`src/design/iidl_pkg.sv`:
```
// Shared types and constants of the indexed insert/delete list.
package iidl_pkg;

    // Defaults for the top-level parameters.
    localparam int CAPACITY_DEF   = 64;
    localparam int DATA_WIDTH_DEF = 32;

    // Fixed field widths of the request and result channels.
    localparam int OP_W     = 3;
    localparam int POS_W    = 7;
    localparam int WORD_W   = 32;
    localparam int FPOS_W   = 6;
    localparam int COUNT_W  = 7;
    localparam int STATUS_W = 2;

    // Operation codes carried by a request.
    typedef enum logic [OP_W-1:0] {
        OP_INSERT = 3'd0,
        OP_REMOVE = 3'd1,
        OP_SET    = 3'd2,
        OP_GET    = 3'd3,
        OP_FIND   = 3'd4,
        OP_CLEAR  = 3'd5
    } t_op;

    // Status codes returned with every result.
    typedef enum logic [STATUS_W-1:0] {
        STAT_OK    = 2'd0,
        STAT_RANGE = 2'd1,
        STAT_FULL  = 2'd2
    } t_status;

    // Sequencer states.
    typedef enum logic {
        S_IDLE,
        S_EXEC
    } t_state;

    // Control broadcast from the sequencer to every cell.
    typedef struct packed {
        logic              apply;
        t_op               op;
        logic [POS_W-1:0]  position;
    } t_cell_ctl;

endpackage

```
`src/design/iidl_cell.sv`:
```
// One list slot: holds a word, shifts with its neighbors, compares and reads out.
module iidl_cell #(
    parameter int DATA_WIDTH = iidl_pkg::DATA_WIDTH_DEF,
    parameter int INDEX      = 0,
    parameter int CNT_W      = iidl_pkg::COUNT_W,
    parameter int CMP_W      = iidl_pkg::POS_W
) (
    input  logic                   i_clk,
    input  iidl_pkg::t_cell_ctl    i_ctl,
    input  logic [CNT_W-1:0]       i_count,
    input  logic [DATA_WIDTH-1:0]  i_key,
    input  logic [DATA_WIDTH-1:0]  i_left,
    input  logic [DATA_WIDTH-1:0]  i_right,
    output logic [DATA_WIDTH-1:0]  o_data,
    output logic                   o_match,
    output logic [DATA_WIDTH-1:0]  o_read
);

    localparam logic [CMP_W-1:0] MY_IDX = CMP_W'(INDEX);

    logic [DATA_WIDTH-1:0] r_data;
    logic [DATA_WIDTH-1:0] n_data;
    logic [CMP_W-1:0]      w_pos;
    logic [CMP_W-1:0]      w_cnt;
    logic                  w_at_pos;
    logic                  w_above_pos;

    assign w_pos       = CMP_W'(i_ctl.position);
    assign w_cnt       = CMP_W'(i_count);
    assign w_at_pos    = (MY_IDX == w_pos);
    assign w_above_pos = (MY_IDX > w_pos);

    // Next slot value: take the new word, the lower neighbor or the upper neighbor.
    always_comb begin
        n_data = r_data;
        if (i_ctl.apply) begin
            case (i_ctl.op)
                iidl_pkg::OP_INSERT: begin
                    if (w_at_pos) begin
                        n_data = i_key;
                    end else if (w_above_pos) begin
                        n_data = i_left;
                    end
                end
                iidl_pkg::OP_REMOVE: begin
                    if (w_at_pos || w_above_pos) begin
                        n_data = i_right;
                    end
                end
                iidl_pkg::OP_SET: begin
                    if (w_at_pos) begin
                        n_data = i_key;
                    end
                end
                default: begin
                    n_data = r_data;
                end
            endcase
        end
    end

    always_ff @(posedge i_clk) begin
        r_data <= n_data;
    end

    // A slot only counts as a match while it lies inside the list.
    assign o_match = (r_data == i_key) && (MY_IDX < w_cnt);
    assign o_read  = w_at_pos ? r_data : '0;
    assign o_data  = r_data;

endmodule

```
`config.mk`:
```
export PLATFORM = sky130hd
export DESIGN_NAME = iidl_cell
export DESIGN_NICKNAME = d
export VERILOG_FILES = /design/src/design/iidl_pkg.sv /design/src/design/iidl_cell.sv
export SDC_FILE = /design/constraint.sdc
export NUM_CORES = 1
export LEC_CHECK = 0
export ABC_AREA = 0
export BUFFER_PORTS_ARGS = -buffer_cell sky130_fd_sc_hd__buf_2
export CAP_MARGIN = 20
export CORE_MARGIN = 2
export CORE_UTILIZATION = 40
export DETAILED_ROUTE_END_ITERATION = 8
export PLACE_DENSITY_LB_ADDON = 0.05
export SETUP_SLACK_MARGIN = 0.15
export SLEW_MARGIN = 20
export SYNTH_ARGS = -nofsm -noshare
export SYNTH_HDL_FRONTEND = slang
export SYNTH_SLANG_ARGS = --single-unit
```
`constraint.sdc`:
```
create_clock -name i_clk -period 9.3 [get_ports i_clk]
set_input_delay 1.395 -clock i_clk [delete_from_list [all_inputs] [get_ports i_clk]]
set_output_delay 1.395 -clock i_clk [all_outputs]
set_load 0.01 [all_outputs]
```
==> results.json <==
{
  "yosysTopAreaCellShare": 0.423,
  "slew_headroom": 0.345,
  "ys_warn_count": 0,
  "grt_use_total": 0.241,
  "cp_slowest_cell": "nor4_1",
  "clockBufferDepth": 2,
  "wirelength_um": 7670,
  "drc": 0,
  "whs_endpoint": "o_data[31]$_DFFE_PP_",
  "p_leak_nw": 1.75,
  "synth_cells": 202,
  "ir_worst_vdd_mv": 0.0951,
  "max_cap_violations": 0,
  "port_buffers": 179,
  "largest_reg_flops": 32,
  "netlist_area_um2": 2270,
  "totalNegativeSetupSlack_ns": 0,
  "vias": 2400,
  "grt_pass1_wl_um": 11500,
  "pwr_density_cell_nw_per_um2": 109,
  "outcome": "completed",
  "antenna_cells": 0,
  "overflow": 0,
  "grt_start_max_net_pins": 36,
  "cp_num_buf_inv": 2,
  "fin_crit_sh": 0.452,
  "worstPathRequired_ns": 7.91,
  "grt_pass1_vias": 2290,
  "timing.fmax_mhz": 238,
  "rsz0062_at_grt": "false",
  "syn_to_final_growth_pct": 45.6,
  "wl_per_cell_um": 17.1,
  "ys_seq_area_frac": 0.423,
  "dp.final_hpwl_um": 5520,
  "setup.worst_path.start_class": "input port",
  "synthMostInstantiatedCell": "and3_1",
  "cts.sinks": 32,
  "synthTopCellsByArea": "edfxtp_1 (42%), and3_1 (17%), a221o_1 (13%), xor2_1 (11%), buf_6 (3.0%)",
  "gp_congestion": 0.819,
  "synthArstFlopShare": 0,
  "crit_family": "simple AND/OR/NAND/NOR gates",
  "finalInstanceArea_um2": 3310,
  "yosysTopAreaCell": "edfxtp_1",
  "antenna_found_initial": 0,
  "cts_buffers": 5,
  "cts_tree": "built",
  "first_pass_iters": 4,
  "path_max_fanout": 2,
  "ys_seq_elements": 32,
  "start_util": 0.412,
  "netlist-cell-type-count": 23,
  "cts_setup_buffers": 0,
  "place_area_um2": 3190,
  "crit_arrival_ns": 2.81,
  "boundaryPins": 180,
  "ys.flop_type": "edfxtp_1",
  "holdCritStartpoint": "i_left[31]",
  "hold_viol": 0,
  "cp_cell_sequence": "buf_2, xor2_1, nor4_1, nand4_1, a2111oi_0, buf_2",
  "fin_nets": 490,
  "antenna_left": 0,
  "fp.dieW_um": 79.3,
  "synth_common_cells": "and3_1 (62), edfxtp_1 (32), a221o_1 (30)",
  "dr.first_iter.drc_count": 102,
  "crit_top_cell": "buf_2",
  "syn_area_per_cell_um2": 11.2,
  "cts_resized": 0,
  "core_region_area_um2": 5510,
  "clkTransAtPathRegs_ns": 0.07,
  "drv_slew": 0,
  "setup.worst_path.end_class": "primary output",
  "min_period_ns": 4.20,
  "syn-num-nets": 317,
  "worst_pin_slew_ns": 0.983,
  "die_h_um": 79.3,
  "core.rowCount": 27,
  "clock_tree.root_cell": "clkbuf_8",
  "htree_levels": 2,
  "crit_type": "in2out",
  "viasPerCell": 5.36,
  "drive_gt1_frac": 0.535,
  "dieArea_um2": 6290,
  "cpPeakStageDelay_ns": 0.48,
  "ctsHoldBuffers": 0,
  "min_path_type": "in2reg",
  "whs_path_depth": 2,
  "synth_enable_flop_cells": 32,
  "setup_violations": 0
}
worst max-delay path by stage:
stage / startpoint / end / slack, ns / cells after the start
global route: i_key[23] / o_match / 4.84 / 6
detailed placement: i_ctl[4] / o_read[0] / 5.09 / 4
global placement: i_key[8] / o_match / 5.07 / 6
floorplan: i_ctl[3] / o_data[0]$_DFFE_PP_ / 1.73 / 3
finish: i_key[8] / o_match / 5.10 / 6
CTS: i_key[23] / o_match / 5.07 / 6
routing by layer:
metal / part of all wire / global-route usage / vias up
met5: 0 / 0 / -
met3: 0.075 / 0.0580 / 10
met4: 0.014 / 0.0552 / 0
met1: 0.43 / 0.320 / 1103
li1: - / - / 1163
met2: 0.48 / 0.398 / 124
power breakdown:
| group | total, W | leakage [nW] | switching, W | internal, W |
|---|---|---|---|---|
| sequential | 0.000161 | 0.280 | 0.000000205 | 0.000161 |
| combinational | 0.0000695 | 1.42 | 0.0000330 | 0.0000365 |
| clock | 0.000129 | 0.0532 | 0.0000513 | 0.0000780 |
logic make-up after synthesis:
group,share of synthesized area
AND/OR/NAND/NOR,0.230
AO/OA/AOI/OAI,0.168
buffers and inverters,0.0513
flip-flops,0.423
XOR/XNOR,0.127
cells in the final DEF (no fill, tap or decap), types with 2 or more instances in the layout:
cell,n
nor4_1,8
and3_2,2
a221o_1,30
edfxtp_1,32
a221o_2,2
clkinv_1,2
buf_2,179
nand4_1,2
xor2_1,28
and3_1,62
clkbuf_8,5
xnor2_1,5
buf_4,4
per-stage QoR:
step	utilization	hold slack [ns]	total power (W)	setup WS [ns]	cells
floorplan	-	1.61	0.000200	1.73	202
global placement	0.579	1.69	0.000232	5.07	439
detailed placement	0.579	1.70	0.000234	5.09	439
CTS	0.598	1.40	0.000363	5.07	447
global route	0.600	1.40	0.000377	4.84	448
finish	0.600	1.41	0.000360	5.10	448
final cells by class:
class	count	area [um2]
clock inverter	3	37.5
tap	72	90.1
timing repair buffer	184	937
clock buffer	5	68.8
fill	524	2200
inverter	1	3.75
sequential	32	961
multi-input combinational	151	1210
(Power assumes the default switching activity.)
